### src/rtl/core/gcp_pkg.sv
`timescale 1ns / 1ps
`default_nettype none

package gcp_pkg;

  // configuration port
  localparam int ADDR_W = 3;
  localparam int DATA_W = 32;
  localparam int PIXEL_W = 32;

  // register index, taken from paddr[2]
  localparam logic REG_FADE_ALPHA   = 1'b0;
  localparam logic REG_PIXEL_FORMAT = 1'b1;

  // pixel format codes
  localparam logic FMT_XRGB8888 = 1'b0;
  localparam logic FMT_RGB565   = 1'b1;

  localparam logic [7:0] ALPHA_RESET = 8'hff;

  // luma weights in thousandths
  localparam logic [9:0] COEF_R = 10'd299;
  localparam logic [9:0] COEF_G = 10'd587;
  localparam logic [9:0] COEF_B = 10'd114;

  // floor(x / 1000) = (x * LUMA_RECIP) >> LUMA_SHIFT for x below 2^18
  localparam int LUMA_SHIFT = 28;
  localparam logic [18:0] LUMA_RECIP = 19'd268436;

  // default depth of the request queues
  localparam int QUEUE_DEPTH = 2;

  // live configuration seen by the datapath
  typedef struct packed {
    logic [7:0] alpha;
    logic       fmt;
  } gcp_cfg_t;

  // classified request passed from front to back
  typedef struct packed {
    logic [7:0] r;
    logic [7:0] g;
    logic [7:0] b;
    logic [7:0] luma;
  } gcp_item_t;

endpackage

`default_nettype wire

### src/rtl/core/grayscale_crossfade_pixel_core.sv
// channel   direction  handshake           payload
// pixel in  in         push / full         pixel_in[31:0]
// pixel out out        empty / pop         pixel_out[31:0]
// config    in/out     psel/penable/pready paddr[2:0], pwdata, prdata
//
// one pixel per clock sustained while full is low; a pushed request goes
// through two front stages, request queue, one back stage and result queue
// rst clears all valids, both queues, fade_alpha to 0xff and format to xRGB8888
// full rises only when the last front stage holds a request and the request
// queue is full; a stalled back end fills the queue before the front stops

`timescale 1ns / 1ps
`default_nettype none

module grayscale_crossfade_pixel_core #(
  parameter int QUEUE_DEPTH = gcp_pkg::QUEUE_DEPTH
) (
  input  logic                        clk,
  input  logic                        rst,
  input  logic                        push,
  output logic                        full,
  input  logic [gcp_pkg::PIXEL_W-1:0] pixel_in,
  output logic                        empty,
  input  logic                        pop,
  output logic [gcp_pkg::PIXEL_W-1:0] pixel_out,
  input  logic                        psel,
  input  logic                        penable,
  input  logic                        pwrite,
  input  logic [gcp_pkg::ADDR_W-1:0]  paddr,
  input  logic [gcp_pkg::DATA_W-1:0]  pwdata,
  output logic [gcp_pkg::DATA_W-1:0]  prdata,
  output logic                        pready
);

  import gcp_pkg::*;

  logic       fade_alpha;
  logic [7:0] fade_alpha_reg;
  logic       pixel_format;
  gcp_cfg_t   cfg;
  logic       cfg_write;
  logic       front_ready;
  logic       front_valid;
  gcp_item_t  front_item;
  logic       mid_full;
  logic       mid_empty;
  logic [$bits(gcp_item_t)-1:0] mid_rdata;
  gcp_item_t  mid_item;
  logic       back_pop;
  logic       back_write;
  logic [PIXEL_W-1:0] back_pixel;
  logic       out_full;

  // register write decode
  assign pready    = 1'b1;
  assign cfg_write = psel && penable && pwrite && pready;
  assign fade_alpha = (paddr[2] == REG_FADE_ALPHA);

  always_ff @(posedge clk) begin
    if (rst) begin
      fade_alpha_reg <= ALPHA_RESET;
      pixel_format   <= FMT_XRGB8888;
    end else if (cfg_write) begin
      if (fade_alpha) begin
        fade_alpha_reg <= pwdata[7:0];
      end else begin
        pixel_format <= pwdata[0];
      end
    end
  end

  // register read
  always_comb begin
    if (fade_alpha) begin
      prdata = {24'b0, fade_alpha_reg};
    end else begin
      prdata = {31'b0, pixel_format};
    end
  end

  assign cfg.alpha = fade_alpha_reg;
  assign cfg.fmt   = pixel_format;

  assign full = !front_ready;

  // front: expand channels, compute luma
  gcp_front u_front (
    .clk       (clk),
    .rst       (rst),
    .cfg       (cfg),
    .in_valid  (push),
    .in_pixel  (pixel_in),
    .in_ready  (front_ready),
    .out_valid (front_valid),
    .out_item  (front_item),
    .out_full  (mid_full)
  );

  // request queue between front and back
  gcp_fifo #(
    .WIDTH ($bits(gcp_item_t)),
    .DEPTH (QUEUE_DEPTH)
  ) u_mid_q (
    .clk   (clk),
    .rst   (rst),
    .wr_en (front_valid),
    .wdata (front_item),
    .full  (mid_full),
    .rd_en (back_pop),
    .rdata (mid_rdata),
    .empty (mid_empty)
  );

  assign mid_item = gcp_item_t'(mid_rdata);

  // back: crossfade toward the original and pack
  gcp_back u_back (
    .clk       (clk),
    .rst       (rst),
    .cfg       (cfg),
    .in_valid  (!mid_empty),
    .in_item   (mid_item),
    .in_pop    (back_pop),
    .out_write (back_write),
    .out_pixel (back_pixel),
    .out_full  (out_full)
  );

  // result queue
  gcp_fifo #(
    .WIDTH (PIXEL_W),
    .DEPTH (QUEUE_DEPTH)
  ) u_out_q (
    .clk   (clk),
    .rst   (rst),
    .wr_en (back_write),
    .wdata (back_pixel),
    .full  (out_full),
    .rd_en (pop),
    .rdata (pixel_out),
    .empty (empty)
  );

endmodule

`default_nettype wire

### src/rtl/core/gcp_fifo.sv
`timescale 1ns / 1ps
`default_nettype none

module gcp_fifo #(
  parameter int WIDTH = 32,
  parameter int DEPTH = 2
) (
  input  logic             clk,
  input  logic             rst,
  input  logic             wr_en,
  input  logic [WIDTH-1:0] wdata,
  output logic             full,
  input  logic             rd_en,
  output logic [WIDTH-1:0] rdata,
  output logic             empty
);

  localparam int PTR_W = (DEPTH > 1) ? $clog2(DEPTH) : 1;
  localparam int CNT_W = $clog2(DEPTH + 1);

  logic [WIDTH-1:0] mem [DEPTH];
  logic [PTR_W-1:0] wr_ptr;
  logic [PTR_W-1:0] rd_ptr;
  logic [CNT_W-1:0] count;
  logic             do_wr;
  logic             do_rd;

  assign full  = (count == CNT_W'(DEPTH));
  assign empty = (count == '0);
  assign do_wr = wr_en && !full;
  assign do_rd = rd_en && !empty;
  assign rdata = mem[rd_ptr];

  // storage
  always_ff @(posedge clk) begin
    if (do_wr) begin
      mem[wr_ptr] <= wdata;
    end
  end

  // pointers and fill count
  always_ff @(posedge clk) begin
    if (rst) begin
      wr_ptr <= '0;
      rd_ptr <= '0;
      count  <= '0;
    end else begin
      if (do_wr) begin
        wr_ptr <= (wr_ptr == PTR_W'(DEPTH - 1)) ? '0 : wr_ptr + 1'b1;
      end
      if (do_rd) begin
        rd_ptr <= (rd_ptr == PTR_W'(DEPTH - 1)) ? '0 : rd_ptr + 1'b1;
      end
      if (do_wr && !do_rd) begin
        count <= count + 1'b1;
      end else if (do_rd && !do_wr) begin
        count <= count - 1'b1;
      end
    end
  end

endmodule

`default_nettype wire

### src/rtl/core/gcp_front.sv
`timescale 1ns / 1ps
`default_nettype none

module gcp_front (
  input  logic                 clk,
  input  logic                 rst,
  input  gcp_pkg::gcp_cfg_t    cfg,
  input  logic                 in_valid,
  input  logic [31:0]          in_pixel,
  output logic                 in_ready,
  output logic                 out_valid,
  output gcp_pkg::gcp_item_t   out_item,
  input  logic                 out_full
);

  import gcp_pkg::*;

  logic       en;
  logic [7:0] r0;
  logic [7:0] g0;
  logic [7:0] b0;
  logic [17:0] sum0;
  logic        v1;
  logic [7:0]  r1;
  logic [7:0]  g1;
  logic [7:0]  b1;
  logic [17:0] sum1;
  logic [36:0] prod1;
  logic        v2;
  gcp_item_t   item2;

  // whole front moves together unless its last stage is blocked
  assign en        = !v2 || !out_full;
  assign in_ready  = en;
  assign out_valid = v2;
  assign out_item  = item2;

  // channel expansion
  always_comb begin
    if (cfg.fmt == FMT_RGB565) begin
      r0 = {in_pixel[15:11], in_pixel[15:13]};
      g0 = {in_pixel[10:5], in_pixel[10:9]};
      b0 = {in_pixel[4:0], in_pixel[4:2]};
    end else begin
      r0 = in_pixel[23:16];
      g0 = in_pixel[15:8];
      b0 = in_pixel[7:0];
    end
  end

  // weighted sum, at most 255000
  assign sum0 = ({8'b0, COEF_R} * {10'b0, r0})
              + ({8'b0, COEF_G} * {10'b0, g0})
              + ({8'b0, COEF_B} * {10'b0, b0});

  // divide by 1000 through the reciprocal
  assign prod1 = {19'b0, sum1} * {18'b0, LUMA_RECIP};

  // stage valids
  always_ff @(posedge clk) begin
    if (rst) begin
      v1 <= 1'b0;
      v2 <= 1'b0;
    end else if (en) begin
      v1 <= in_valid;
      v2 <= v1;
    end
  end

  // stage payload
  always_ff @(posedge clk) begin
    if (en) begin
      r1         <= r0;
      g1         <= g0;
      b1         <= b0;
      sum1       <= sum0;
      item2.r    <= r1;
      item2.g    <= g1;
      item2.b    <= b1;
      item2.luma <= prod1[LUMA_SHIFT +: 8];
    end
  end

endmodule

`default_nettype wire

### src/rtl/core/gcp_back.sv
`timescale 1ns / 1ps
`default_nettype none

module gcp_back (
  input  logic                 clk,
  input  logic                 rst,
  input  gcp_pkg::gcp_cfg_t    cfg,
  input  logic                 in_valid,
  input  gcp_pkg::gcp_item_t   in_item,
  output logic                 in_pop,
  output logic                 out_write,
  output logic [31:0]          out_pixel,
  input  logic                 out_full
);

  import gcp_pkg::*;

  // (s - g) * alpha + 0x80 as an 18-bit signed value
  function automatic logic signed [17:0] weigh(input logic [7:0] s,
                                               input logic [7:0] g,
                                               input logic [7:0] alpha);
    logic signed [8:0]  d;
    logic signed [17:0] d18;
    logic signed [17:0] a18;
    d   = $signed({1'b0, s}) - $signed({1'b0, g});
    d18 = 18'(d);
    a18 = $signed({10'b0, alpha});
    return d18 * a18 + 18'sd128;
  endfunction

  // rounded divide by 255, add gray, clamp
  function automatic logic [7:0] blend(input logic signed [17:0] t,
                                       input logic [7:0] g);
    logic signed [17:0] u;
    logic signed [9:0]  m;
    logic signed [10:0] v;
    u = t + (t >>> 8);
    m = 10'(u >>> 8);
    v = $signed({3'b000, g}) + 11'(m);
    if (v < 0) begin
      return 8'd0;
    end else if (v > 11'sd255) begin
      return 8'd255;
    end else begin
      return v[7:0];
    end
  endfunction

  logic               en;
  logic [7:0]         gr0;
  logic [7:0]         gg0;
  logic [7:0]         gb0;
  logic               v1;
  logic signed [17:0] tr1;
  logic signed [17:0] tg1;
  logic signed [17:0] tb1;
  logic [7:0]         gr1;
  logic [7:0]         gg1;
  logic [7:0]         gb1;
  logic [7:0]         r2;
  logic [7:0]         g2;
  logic [7:0]         b2;

  assign en        = !v1 || !out_full;
  assign in_pop    = in_valid && en;
  assign out_write = v1 && !out_full;

  // gray level per channel, 565 round trip of the masked luma
  always_comb begin
    if (cfg.fmt == FMT_RGB565) begin
      gr0 = {in_item.luma[7:3], in_item.luma[7:5]};
      gg0 = {in_item.luma[7:3], 1'b0, in_item.luma[7:6]};
      gb0 = {in_item.luma[7:3], in_item.luma[7:5]};
    end else begin
      gr0 = in_item.luma;
      gg0 = in_item.luma;
      gb0 = in_item.luma;
    end
  end

  // multiply stage valid
  always_ff @(posedge clk) begin
    if (rst) begin
      v1 <= 1'b0;
    end else if (en) begin
      v1 <= in_pop;
    end
  end

  // multiply stage payload
  always_ff @(posedge clk) begin
    if (en) begin
      tr1 <= weigh(in_item.r, gr0, cfg.alpha);
      tg1 <= weigh(in_item.g, gg0, cfg.alpha);
      tb1 <= weigh(in_item.b, gb0, cfg.alpha);
      gr1 <= gr0;
      gg1 <= gg0;
      gb1 <= gb0;
    end
  end

  // finish channels and pack
  always_comb begin
    r2 = blend(tr1, gr1);
    g2 = blend(tg1, gg1);
    b2 = blend(tb1, gb1);
    if (cfg.fmt == FMT_RGB565) begin
      out_pixel = {16'b0, r2[7:3], g2[7:2], b2[7:3]};
    end else begin
      out_pixel = {8'hff, r2, g2, b2};
    end
  end

endmodule

`default_nettype wire

### config.mk
export PLATFORM = sky130hd
export DESIGN_NAME = grayscale_crossfade_pixel_core
export DESIGN_NICKNAME = d
export VERILOG_FILES = /design/src/rtl/core/gcp_pkg.sv /design/src/rtl/core/grayscale_crossfade_pixel_core.sv /design/src/rtl/core/gcp_fifo.sv /design/src/rtl/core/gcp_front.sv /design/src/rtl/core/gcp_back.sv
export SDC_FILE = /design/constraint.sdc
export NUM_CORES = 2
export LEC_CHECK = 0
export ABC_AREA = 1
export ABC_CLOCK_PERIOD_IN_PS = 8330
export BUFFER_PORTS_ARGS = -buffer_cell sky130_fd_sc_hd__buf_2
export CAP_MARGIN = 5
export CORE_ASPECT_RATIO = 0.6
export CORE_MARGIN = 2
export CORE_UTILIZATION = 65
export DETAILED_ROUTE_END_ITERATION = 10
export GPL_TIMING_DRIVEN = 0
export HOLD_SLACK_MARGIN = 0.08
export PLACE_DENSITY = 0.83
export SYNTH_ARGS = -nofsm -noshare
export SYNTH_HDL_FRONTEND = slang
export SYNTH_HIERARCHICAL = 1
export SYNTH_SLANG_ARGS = --single-unit
export TNS_END_PERCENT = 30
### constraint.sdc
create_clock -name clk -period 8.33 [get_ports clk]
set_input_delay 0.833 -clock clk [delete_from_list [all_inputs] [get_ports clk]]
set_output_delay 0.833 -clock clk [all_outputs]
set_load 0.005 [all_outputs]
Word-level counts from Yosys, hierarchy flattened
Memories as Yosys holds them, arrays and structs flattened. A register that Yosys moved wholly into a read port is not among the register bits. Index checks and enable logic that the tools add are counted.

Logic and storage cells: 124. Memory bits (writable): 128. Memories kept: 2. Bits in registers: 164. Input port bits: 74. Output and inout port bits: 67.

Mux-type cells: 29. Bitwise logic cells: 1. Eq/ne operators: 2. Reductions and logical operators: 31. Order comparisons: 6. Multipliers: 7. $add $sub $neg: 22.

Memories: u_mid_q.mem (depth 2, width 32, rd ports 1, clocked after memory_dff 1, wr ports 1, RTL line gcp_fifo.sv:21) `logic [WIDTH-1:0] mem [DEPTH];`; u_out_q.mem (depth 2, width 32, rd ports 1, clocked after memory_dff 1, wr ports 1, RTL line gcp_fifo.sv:21).

Operator list (number): two-way mux 8 bit (10); adder 18 x 10 -> 18 bit (3); adder 18 x 9 -> 18 bit (second input constant) (3); multiplier 9 x 9 -> 18 bit (3); multiplier 18 x 17 -> 34 bit (second input constant) (1); adder 9 x 10 -> 11 bit (3); > comparator 11 x 9 -> 1 bit (second input constant) (3); < comparator 11 x 1 -> 1 bit (second input constant) (3); two-way mux 32 bit (1); subtractor 8 x 8 -> 9 bit (3); adder 17 x 18 -> 18 bit (1); adder 18 x 15 -> 18 bit (1); multiplier 10 x 8 -> 18 bit (first input constant) (1); multiplier 9 x 8 -> 17 bit (first input constant) (1); multiplier 6 x 8 -> 14 bit (first input constant) (1); logical AND 1 bit (12); two-way mux 1 bit (12); zero test 1 bit (11); two-way mux 2 bit (4); two-way mux 3 bit (2); adder 1 bit (second input constant) (4); adder 2 x 1 -> 2 bit (second input constant) (2); equality test 2 bit (second input constant) (2); zero test 2 bit (2); other kinds (5) (9).

Longest topological paths before layout
Depth after elaboration: 8. Gate-level depth with buffers: 38. Depth with buffers taken out: 36.

By module
The synthesis kept the hierarchy.

By module, submodules not included: gcp_back (area an instance 15059.4 um2, sequential area each 1971.9 um2, cells each 1870, instances 1); gcp_front (area an instance 10898.0 um2, sequential area each 2262.2 um2, cells each 1187, instances 1); gcp_fifo (area an instance 2718.9 um2, sequential area each 2021.9 um2, cells each 137, instances 2); grayscale_crossfade_pixel_core (area an instance 628.1 um2, sequential area each 180.2 um2, cells each 93, instances 1).

Worst setup path before layout
Ideal clock, no wire load.

Kind: register to register. From: reg pixel_format. To: reg u_back.tr1[17] (data pin). Data required time: 8065 ps. Data arrival time: 6311 ps. Path buffers: 1. Period minus slack after synthesis: 6576 ps. Slack: 1754 ps. Library setup time: 265 ps. Cell stages (with the launch flop): 30. Cell sequence: dfxtp_1 clkbuf_1 o21ai_0 ha_1 fa_1 o21ai_1 nand2_1 nand2_1 a21oi_1 or2_1 nand2_1 a21oi_1 inv_2 nor2_1 fa_1 inv_1 fa_1 inv_1 fa_1 fa_1 ha_1 ha_1 nand4_1 o21ai_0 nand3_1 nand2_1 nand2_1 nand2_1 o21ai_0 xor2_1.

Cells in the longest elaborated chain, start to end: 4.

Ends and longest elaborated chain: from (decl) (RTL line grayscale_crossfade_pixel_core.sv:39) `logic pixel_format;`; from (signal assigned) (RTL line grayscale_crossfade_pixel_core.sv:67) `pixel_format <= pwdata[0];`; two-way mux 3 bit; via u_back.gb0[0] (RTL line gcp_back.sv:52) `logic [7:0] gb0;`; subtractor 8 x 8 -> 9 bit (RTL line gcp_back.sv:25) `d = $signed({1'b0, s}) - $signed({1'b0, g});`; multiplier 9 x 9 -> 18 bit (RTL line gcp_back.sv:28) `return d18 * a18 + 18'sd128;`; adder 18 x 9 -> 18 bit (RTL line gcp_back.sv:28); to (signal assigned) (RTL line gcp_back.sv:93) `tr1 <= weigh(in_item.r, gr0, cfg.alpha);`; to (decl) (RTL line gcp_back.sv:54) `logic signed [17:0] tr1;`.

The timed path passes the listed nets, and every way through them passes these cells. A chain may end at the register's enable or synchronous reset.

Final worst setup path
From: reg pixel_format. To: reg u_back.tb1[15] (data pin).

Cells in the longest elaborated chain, start to end: 4.

Ends and longest elaborated chain: two-way mux 3 bit (RTL line gcp_back.sv:70) `if (cfg.fmt == FMT_RGB565) begin`; via u_back.gb0[0] (RTL line gcp_back.sv:52); subtractor 8 x 8 -> 9 bit (RTL line gcp_back.sv:25); multiplier 9 x 9 -> 18 bit (RTL line gcp_back.sv:28); adder 18 x 9 -> 18 bit (RTL line gcp_back.sv:28); to (signal assigned) (RTL line gcp_back.sv:95) `tb1 <= weigh(in_item.b, gb0, cfg.alpha);`; to (decl) (RTL line gcp_back.sv:56) `logic signed [17:0] tb1;`.

The timed path passes the listed nets, and every way through them passes these cells.

==> metrics.yaml <==
finalSetupViolations: 0
worstSetupStartpoint: "pixel_format$_SDFFE_PP0P_"
clkLatencyLatePin_ns: 0.58
drtIter0Drc: 2339
nNetsFinal: 4426
cts.sinks: 289
clk_pin_slew_ns: 0.07
grt-ovfl-total: 0
cts_made_buffers: 28
status: "finished, final reports clean"
die_y_um: 176
tightest_slew_ns: 1.30
yosysUniqueCellTypes: 51
synth_edf_count: 267
synthArstFlopShare_pct: 0
detailed_place.area_um2: 33400
design_area_um2: 34400
max_clock_freq_ghz: 0.127
avgViaCountPerCell: 5.61
path_max_fanout: 10
die_area_um2: 51100
yosysTopAreaCellShare_pct: 25.0
gp_congestion: 0.963
timing_worst_setup_path_type: "flop to flop"
endpoint_kind: "flop"
r2r-start: "pixel_format$_SDFFE_PP0P_"
hold_violations: 0
track_usage_pct: 30.7
cts_tree: "done"
cp_common_cell: "nand2_1"
grt_pass1_wl_mm: 123
ant_nets: 0
grt_pass1_vias: 23100
final.min_clock_period_ns: 7.88
start_util_pct: 66.4
path_delay_family: "adder cells"
vias: 23700
crit_end: "u_back/tb1[15]$_DFFE_PN_"
drc: 0
portBuffers: 81
drv_cap: 0
io_pins: 141
syn_to_final_growth_pct: 7.54
period_share_pct: 94.6
rsz0062_at_grt: "false"
avgSynthCellArea_um2: 9.35
clock_skew_ns: 0.0248
core_region_area_um2: 48300
grt_max_degree: 71
ys_ff_latch: 289
rows: 62
syn-cell-area_um2: 32000
fin_tns_setup_ns: 0
drive_above_1_share_pct: 9.32
cp_slowest_cell: "dfxtp_2"
netlist_instances: 3424
relSlewSlack_pct: 12.7
path_buf_inv: 6
hp-class: "flop to flop"
wl_per_cell_um: 18.2
yosysSeqAreaShare_pct: 26.4
dp_hpwl_mm: 63.3
wl_mm: 76.8
yosysTopAreaCell: "edfxtp_1"
first_pass_iters: 6
max_stage_delay_ns: 0.69
slew_viol_final: 0
worst_ep_required_time_ns: 8.66
post_cts_buffers: 0
yosys-top-cells-area: "edfxtp_1, fa_1, ha_1"
synth_most_common_cell: "inv_1"
cp_data_arrival_time_ns: 8.22
synth_ff_type: "edfxtp_1"
synth_common_cells: "inv_1, nand2_1, ha_1"
cts_max_level: 1
rrSetupSlack_ns: 0.45
root_buffer: "clkbuf_16"
antenna_found_initial: 1
clockBufferDepth: 3
r2r_end: "u_back/tb1[15]$_DFFE_PN_"
worst_r2r_path_depth: 33
worst-path-stages: 33
fp.dieW_um: 291
fillerInstances: 3465
ys_warn_count: 6
startpoint_type: "flop"
==> area by class of cell <==
type	instances	area, um2	share of cell area [%]
buffer	64	482	1.40
antenna	2	5.00	0.0145
tap	640	801	2.33
inverter	743	2790	8.11
multi-input combinational	2351	20400	59.3
sequential	289	8460	24.6
clock buffer	30	708	2.06
clock inverter	22	272	0.788
timing repair buffer	85	493	1.43
==> kinds of logic (layout without fill, tap and decap cells) <==
family / count (synthesis) / count (layout) / synth area share (%)
compound gates: 304 / 304 / 5.24
xor+xnor: 116 / 116 / 3.17
fa+ha+maj: 790 / 790 / 38.1
buf+inv: 807 / 944 / 10.2
flops: 289 / 289 / 26.4
mux: 64 / 64 / 2.95
other cells: 2 / 27 / 0.0235
simple gates: 1052 / 1052 / 13.9
==> metal layers <==
layer	global-route usage, %	wire length, um	vias to the layer above
li1	-	-	11100
met1	48.8	35500	11200
met2	41.6	29600	1266
met3	8.32	10100	125
met4	5.76	1500	2
met5	1.41	99	-
==> stage by stage <==
stage               cells  util, %  worst slack, ns  hold slack [ns]
floorplan            3447        -             1.75            0.400
global placement     4168     69.0           0.0637            0.401
detailed placement   4172     69.3          -0.0301            0.405
CTS                  4224     71.4           0.0171            0.421
global route         4224     71.4           0.0130            0.432
finish               4226     71.4            0.448            0.421
==> worst register-to-register path: cells and delay by family (launching register included) <==
kind / cells / cell delay, ns
simple gates: 12 / 0.97
buf+inv: 6 / 0.90
xor+xnor: 1 / 0.07
fa+ha+maj: 8 / 3.69
compound gates: 6 / 1.33
flops: 1 / 0.69
==> how the worst min path moves through the flow <==
stage | from | end | slack, ns | depth (start not counted)
after floorplan | u_front/b1[2]$_DFFE_PP_ | u_front/out_item[10]$_DFFE_PP_ | 0.40 | 0
after global placement | u_front/b1[6]$_DFFE_PP_ | u_front/out_item[14]$_DFFE_PP_ | 0.40 | 0
after detailed placement | u_front/b1[6]$_DFFE_PP_ | u_front/out_item[14]$_DFFE_PP_ | 0.40 | 0
after CTS | u_front/g1[2]$_DFFE_PP_ | u_front/out_item[18]$_DFFE_PP_ | 0.42 | 0
after global routing | u_front/g1[0]$_DFFE_PP_ | u_front/out_item[16]$_DFFE_PP_ | 0.43 | 0
final | u_front/g1[2]$_DFFE_PP_ | u_front/out_item[18]$_DFFE_PP_ | 0.42 | 0
==> cells in the final DEF, fill, tap and decap left out, types with 21 or more instances in the layout <==
cell	count
buf_2	81
nand2_1	597
inv_1	722
edfxtp_1	267
a21oi_1	172
o21ai_0	57
nor2_1	231
ha_1	483
nand3_1	116
clkbuf_1	22
clkbuf_16	28
dfxtp_1	21
fa_1	307
mux2_4	60
buf_4	32
xnor2_1	51
xor2_1	65
conb_1	25
nand2_2	22
==> repair_timing <==
item | 4_1_cts | 5_1_grt
hold buffers | 0 | 0
gates cloned | 0 | 0
resized for setup | 1 | 3
endpoints found under the setup margin | 4 | 17
Power is left out: the tool's default activity adds up to more than one toggle a clock period on the data nets, which glitch-free logic cannot reach.
